**src/hdl/pli_pkg.sv**
```systemverilog
// ----------------------------------------------------------------------------
// pli_pkg: shared types and codes of the interpolation table
// operation codes, status codes, widths and the command passed to the back end
// ----------------------------------------------------------------------------
package pli_pkg;

    localparam int DATA_W    = 32;
    localparam int TOL_SHIFT = 20;

    // operation codes on the input tuser
    localparam logic [1:0] OP_CLEAR  = 2'd0;
    localparam logic [1:0] OP_APPEND = 2'd1;
    localparam logic [1:0] OP_QUERY  = 2'd2;
    localparam logic [1:0] OP_NOP    = 2'd3;

    // result status codes
    localparam logic [2:0] ST_DONE   = 3'd0;
    localparam logic [2:0] ST_INTERP = 3'd1;
    localparam logic [2:0] ST_BELOW  = 3'd2;
    localparam logic [2:0] ST_ABOVE  = 3'd3;
    localparam logic [2:0] ST_FLAT   = 3'd4;
    localparam logic [2:0] ST_FULL   = 3'd5;
    localparam logic [2:0] ST_EMPTY  = 3'd6;

    // decoded command, one flag per kind, none set for a no-op
    typedef struct packed {
        logic                     do_clear;
        logic                     do_append;
        logic                     do_query;
        logic signed [DATA_W-1:0] position;
        logic signed [DATA_W-1:0] sample_value;
    } cmd_t;

endpackage

```
**src/hdl/pli_front.sv**
```systemverilog
// ----------------------------------------------------------------------------
// pli_front: input front end
// decodes each input transfer and holds it in a two-entry queue
// ----------------------------------------------------------------------------
module pli_front import pli_pkg::*; (
    input  logic              aclk,
    input  logic              aresetn,
    input  logic              s_tvalid,
    output logic              s_tready,
    input  logic [2*DATA_W-1:0] s_tdata,   // position, sample_value
    input  logic [1:0]        s_tuser,     // opcode
    output cmd_t              cmd,
    output logic              cmd_valid,
    input  logic              cmd_ready
);

    cmd_t       decoded;
    cmd_t       queue_mem [2];
    logic       wr_ptr_reg;
    logic       rd_ptr_reg;
    logic [1:0] fill_reg;
    logic       push;
    logic       pop;

    always_comb begin
        decoded              = '0;
        decoded.position     = s_tdata[DATA_W-1:0];
        decoded.sample_value = s_tdata[2*DATA_W-1:DATA_W];
        case (s_tuser)
            OP_CLEAR:  decoded.do_clear  = 1'b1;
            OP_APPEND: decoded.do_append = 1'b1;
            OP_QUERY:  decoded.do_query  = 1'b1;
            default: begin
            end
        endcase
    end

    assign s_tready  = (fill_reg != 2'd2);
    assign cmd_valid = (fill_reg != 2'd0);
    assign cmd       = queue_mem[rd_ptr_reg];
    assign push      = s_tvalid && s_tready;
    assign pop       = cmd_valid && cmd_ready;

    always_ff @(posedge aclk) begin
        if (push) begin
            queue_mem[wr_ptr_reg] <= decoded;
        end
    end

    always_ff @(posedge aclk) begin
        if (!aresetn) begin
            wr_ptr_reg <= 1'b0;
            rd_ptr_reg <= 1'b0;
            fill_reg   <= 2'd0;
        end else begin
            if (push) begin
                wr_ptr_reg <= !wr_ptr_reg;
            end
            if (pop) begin
                rd_ptr_reg <= !rd_ptr_reg;
            end
            case ({push, pop})
                2'b10:   fill_reg <= fill_reg + 2'd1;
                2'b01:   fill_reg <= fill_reg - 2'd1;
                default: fill_reg <= fill_reg;
            endcase
        end
    end

endmodule

```
**config.mk**
```make
export PLATFORM = sky130hd
export DESIGN_NAME = pli_front
export DESIGN_NICKNAME = d
export VERILOG_FILES = /design/src/hdl/pli_pkg.sv /design/src/hdl/pli_front.sv
export SDC_FILE = /design/constraint.sdc
export NUM_CORES = 1
export LEC_CHECK = 0
export ABC_AREA = 1
export BUFFER_PORTS_ARGS = -buffer_cell sky130_fd_sc_hd__buf_2
export CAP_MARGIN = 20
export CORE_MARGIN = 3
export CORE_UTILIZATION = 45
export CTS_BUF_LIST = sky130_fd_sc_hd__clkbuf_16
export CTS_CLUSTER_DIAMETER = 80
export DETAILED_ROUTE_END_ITERATION = 10
export PLACE_DENSITY_LB_ADDON = 0.05
export SYNTH_ARGS = -nofsm -noshare
export SYNTH_HDL_FRONTEND = slang
export SYNTH_SLANG_ARGS = --single-unit
```
**constraint.sdc**
```tcl
create_clock -name aclk -period 4.35 [get_ports aclk]
set_input_delay 0.2175 -clock aclk [delete_from_list [all_inputs] [get_ports aclk]]
set_output_delay 0.2175 -clock aclk [all_outputs]
set_load 0.02 [all_outputs]
```
==> results of run 1 <==
==> cell usage after synthesis <==
cell type | count | area share, %
ha_1 | 1 | 0.24
a21oi_1 | 1 | 0.096
nor2_1 | 13 | 0.94
o21ai_0 | 1 | 0.096
buf_4 | 1 | 0.14
mux2_2 | 37 | 8.0
nand3_1 | 1 | 0.096
nand2_1 | 10 | 0.72
dfxtp_1 | 5 | 1.9
buf_2 | 3 | 0.29
edfxtp_1 | 134 | 77
o21a_1 | 1 | 0.14
buf_6 | 3 | 0.65
mux2_4 | 30 | 8.7
inv_1 | 7 | 0.51
nand4_1 | 1 | 0.12
==> worst register-to-register path, delay by kind of cell, from the launching register on <==
kind / cells / cell delay, ps
buffers and inverters: 2 / 470
DFF: 1 / 380
and+or+nand+nor: 3 / 440
==> final cells by class <==
cell class / count / area, um2
flip-flops and latches: 139 / 4130
fillers: 860 / 3960
repair buffers: 182 / 1160
multi-input cells: 96 / 1010
clock buffers: 17 / 425
clock inverters: 15 / 190
well taps: 140 / 175
inverters: 7 / 26.3
==> per-stage QoR <==
stage	instance area (um2)	hold WS [ps]	cells
floorplan	5200	316	249
global placement	6070	404	522
finish	7120	18.5	596
global route	7120	0.286	596
detailed placement	6070	409	522
CTS	7080	0.720	593
==> path summary, 6_finish.rpt <==
path                                 start                         end  slack [ps]  cells past startpoint
setup / recovery                  register                     cmd[22]        2180                      3
hold / removal                  s_tdata[7]  queue_mem[0][39]$_DFFE_PP_          20                      1
setup reg to reg  fill_reg[0]$_SDFFE_PN0P_  queue_mem[1][15]$_DFFE_PP_        2710                      5
hold reg to reg    rd_ptr_reg$_SDFFE_PN0P_     rd_ptr_reg$_SDFFE_PN0P_         490                      2
==> logic make-up after synthesis <==
family                     synth area share, %
DFF                                       79.3
buffers and inverters                     1.59
adders and majority gates                0.241
muxes                                     16.7
and+or+nand+nor                           1.88
AOI/OAI and AO/OA                        0.337
==> metal layers <==
layer / wire length [um] / vias to the layer above / track usage [%]
met3: 687 / 9 / 5.52
met2: 4600 / 89 / 24.6
met5: 0 / - / 0
met4: 124 / 0 / 6.33
met1: 3740 / 1384 / 17.3
li1: - / 1347 / -
==> power by group through the flow <==
stage / Sequential [mW] / Combinational (mW) / Clock [mW]
4_1_cts: 1.75 / 0.770 / 1.51
2_1_floorplan: 1.71 / 0.567 / 0
5_1_grt: 1.73 / 0.857 / 1.57
3_5_place_dp: 1.78 / 0.740 / 0
3_3_place_gp: 1.77 / 0.738 / 0
6_report: 1.71 / 0.794 / 1.48
==> results.yml, run 1 <==
clock_network:
  clk_latency_ps: 390
  cts_buffer_depth: 2
  htreeDepth: 4
  cts_setup_buffers: 0
  cts_hold_buf: 39
  cts_tree: "yes"
  ctsResizeCount: 0
  cts_buffers: 17
  root_buffer: "clkbuf_16"
  cts_num_sinks: 139
  cts.clk_slew.worst_paths_ps: 50
floorplanning:
  chipHeight_um: 114
  start_util_pct: 47.0
  coreArea_mm2: 0.0111
  boundaryPins: 139
  die_width_um: 114
  std_cell_rows: 38
  die-area_mm2: 0.0129
synthesis:
  synth.yosys.seq_area_share_pct: 79.3
  netlist_instances: 249
  syn_avg_cell_area_um2: 20.9
  yosysWarnings: 0
  synth_nets: 320
  synth_seq_cells: 139
  synth_area_mm2: 0.00520
  synth_cell_types: 16
pwr:
  power_density_mw_per_mm2: 559
  p_sw_uw: 985
  swShare_pct: 24.7
  power.total_mw: 3.98
  power.internal_mw: 3.00
  clkPwrFrac_pct: 37.1
  seq_power_share_pct: 43.0
  p_leak_nw: 2.80
  power_frac_comb_pct: 20.0
  vdd_ir_drop_max_mv: 0.322
critical_path:
  slowest_stage: "dfxtp_4"
  cp_max_fo: 35
  crit_type: "reg2out"
  startpoint_type: "register"
  crit_required_ps: 4130
  cp.arrival_ps: 1960
  path_cells: "buf_12 -> mux2_2 -> buf_2"
  cp-end-kind: "primary output"
  critPathTopFamily: "flip-flops"
  max_stage_delay_ps: 690
  worst-path-buf-inv: 2
route:
  drc_errors: 0
  wl_um: 9150
  viasPerCell: 4.75
  routedWlPerCell_um: 15.4
  drt_iter0_markers: 98
  vias: 2829
  firstDrtPassIters: 4
  antenna_left: 0
global_routing:
  grt_pass1_wl_um: 14600
  grt_max_degree: 68
  grt_usage_pct: 14.8
  antenna_found_initial: 0
  grt_pass1_vias: 3085
  grt-ovfl-total: 0
timing:
  max_freq_mhz: 460
  timing.final.crit_share_pct: 50.0
  tns_ps: 0
  slew_headroom_pct: 64.7
  rsz0062_at_grt: "false"
  tightestPinTransition_ps: 530
  period_needed_ps: 2170
  finalHoldViolations: 0
  maxSlewViolCount: 0
  setup_slack_ps: 2180
  skew_ps: 5.23
  final-setup-viol-count: 0
outcome:
  status: "finished clean"
finish:
  syn_to_final_growth_pct: 36.8
  layout_common_cells: "138 x buf_2, 134 x edfxtp_1, 41 x dlygate4sd3_1"
  drive_above_1_share_pct: 51.5
  final_util_pct: 64.2
  diodes: 0
  layout_commonest_cell: "buf_2"
  largest_reg_flops: 134
  fin_nets: 514
worst_hold_path:
  hp-class: "in2reg"
placement:
  dp_slack_ps: 2410
  io_buffers: 138
  gp_congestion: 0.683
  post-dp-hpwl_um: 5480
run:
  maxCapViolCount: 0
(Power assumes the default switching activity.)
==> run 2, diff against run 1 <==
clock period = 1.9 ns   (was 4.35 ns; I/O delays follow)
==> results.yml, run 2 (same netlist as run 1, synthesis figures left out) <==
outcome:
  status: "finished clean"
placement:
  io_buffers: 138
  post-dp-hpwl_um: 5970
  gp_congestion: 0.701
  placed_cell_area_mm2: 0.00615
timing:
  max_freq_mhz: 546
  maxSlewViolCount: 0
  finalHoldViolations: 0
  final-setup-viol-count: 0
  rsz0062_at_grt: "false"
  tightestPinTransition_ps: 404
  slew_headroom_pct: 73.1
  holdWs_ps: 87.7
  period_needed_ps: 1830
  skew_ps: 5.11
  timing.final.crit_share_pct: 96.4
  tns_ps: 0
critical_path:
  cp_max_fo: 25
  startpoint_type: "register"
  crit_type: "reg2out"
  cp-end-kind: "primary output"
  slowest_stage: "dfxtp_4"
  crit_required_ps: 1800
  path_cells: "buf_12 -> mux2_2 -> buf_2"
  worst-path-buf-inv: 2
  cp.arrival_ps: 1740
  critPathTopFamily: "flip-flops"
  max_stage_delay_ps: 530
global_routing:
  grt-ovfl-total: 0
  grt_pass1_wl_um: 15300
  grt_usage_pct: 15.7
  grt_pass1_vias: 3217
  antenna_found_initial: 0
  grt_max_degree: 40
route:
  vias: 2938
  drc_errors: 0
  firstDrtPassIters: 4
  antenna_left: 0
  wl_um: 9500
  viasPerCell: 4.69
  drt_iter0_markers: 123
  routedWlPerCell_um: 15.2
clock_network:
  htreeDepth: 4
  root_buffer: "clkbuf_16"
  cts_buffer_depth: 2
  cts_num_sinks: 139
  cts.clk_slew.worst_paths_ps: 50
  cts_setup_buffers: 0
  cts_buffers: 17
  cts_tree: "yes"
  clk_latency_ps: 400
finish:
  diodes: 0
  fin_nets: 545
  syn_to_final_growth_pct: 42.7
  drive_above_1_share_pct: 50.2
  largest_reg_flops: 134
  layout_commonest_cell: "buf_2"
  layout_common_cells: "138 x buf_2, 134 x edfxtp_1, 69 x dlygate4sd3_1"
  finalInstanceArea_mm2: 0.00742
  fillers: 800
pwr:
  p_leak_nw: 2.90
  power_density_mw_per_mm2: 1210
  vdd_ir_drop_max_mv: 0.806
floorplanning:
  coreArea_mm2: 0.0111
  std_cell_rows: 38
  chipHeight_um: 114
  start_util_pct: 47.0
  die_width_um: 114
  die-area_mm2: 0.0129
  boundaryPins: 139
worst_hold_path:
  hp-class: "in2reg"
run:
  maxCapViolCount: 0
==> run 2: cell types whose count changed in the layout (fill, tap and decap cells not counted), moves of 2 or more <==
cell,delta
inv_1,-5
dlygate4sd3_1,+28
bufinv_16,-2
clkinv_2,-2
buf_12,+2
nand2_4,+2
nand2_1,-2
clkinvlp_4,+5
==> run 2: worst reg2reg max path, stage by stage, from the launching register on <==
cell     delay, ps
dfxtp_2        350
inv_2           70
nand2_4         70
nand2_4         80
nor2_4         120
buf_4          380
==> run 2: cell type report <==
type | count | area, um2 | area share [%]
Clock buffer | 17 | 425 | 5.73
Clock inverter | 14 | 155 | 2.09
Inverter | 7 | 26.3 | 0.354
Multi-Input combinational cell | 96 | 1020 | 13.8
Sequential cell | 139 | 4130 | 55.6
Tap cell | 140 | 175 | 2.36
Timing Repair Buffer | 213 | 1490 | 20.1
==> run 2: final timing paths <==
kind / start / endpoint / slack, ps / depth (start not counted)
min: s_tvalid / wr_ptr_reg$_SDFFE_PN0P_ / 90 / 5
min reg2reg: rd_ptr_reg$_SDFFE_PN0P_ / register / 510 / 2
max reg2reg: fill_reg[0]$_SDFFE_PN0P_ / queue_mem[0][2]$_DFFE_PP_ / 460 / 5
max: register / cmd[66] / 70 / 3
==> run 2: power breakdown <==
part | switching [mW] | total [mW] | internal (mW)
clock network | 1.13 | 3.17 | 2.03
registers | 0.127 | 3.89 | 3.76
logic | 1.07 | 1.96 | 0.889
==> run 2: what timing repair did <==
action | in CTS | in global routing
resized for setup | 0 | 0
hold buffers | 69 | 0
hold endpoints to repair | 139 | 0
==> run 2: through the flow <==
stage	total power, mW	setup slack, ps	util [%]	instances
after global placement	5.81	484	55.5	526
after CTS	9.13	32.4	67.0	626
after floorplan	5.21	-110	-	249
after global routing	9.40	0.287	67.0	626
after detailed placement	5.83	453	55.5	526
final	9.01	68.5	67.0	626
==> run 2: layer usage <==
layer	GRT usage [%]	routed length, um	vias to the layer above
li1	-	-	1412
met5	0	0	-
met4	7.45	227	0
met2	26.5	4790	94
met1	18.3	3870	1413
met3	4.77	612	19
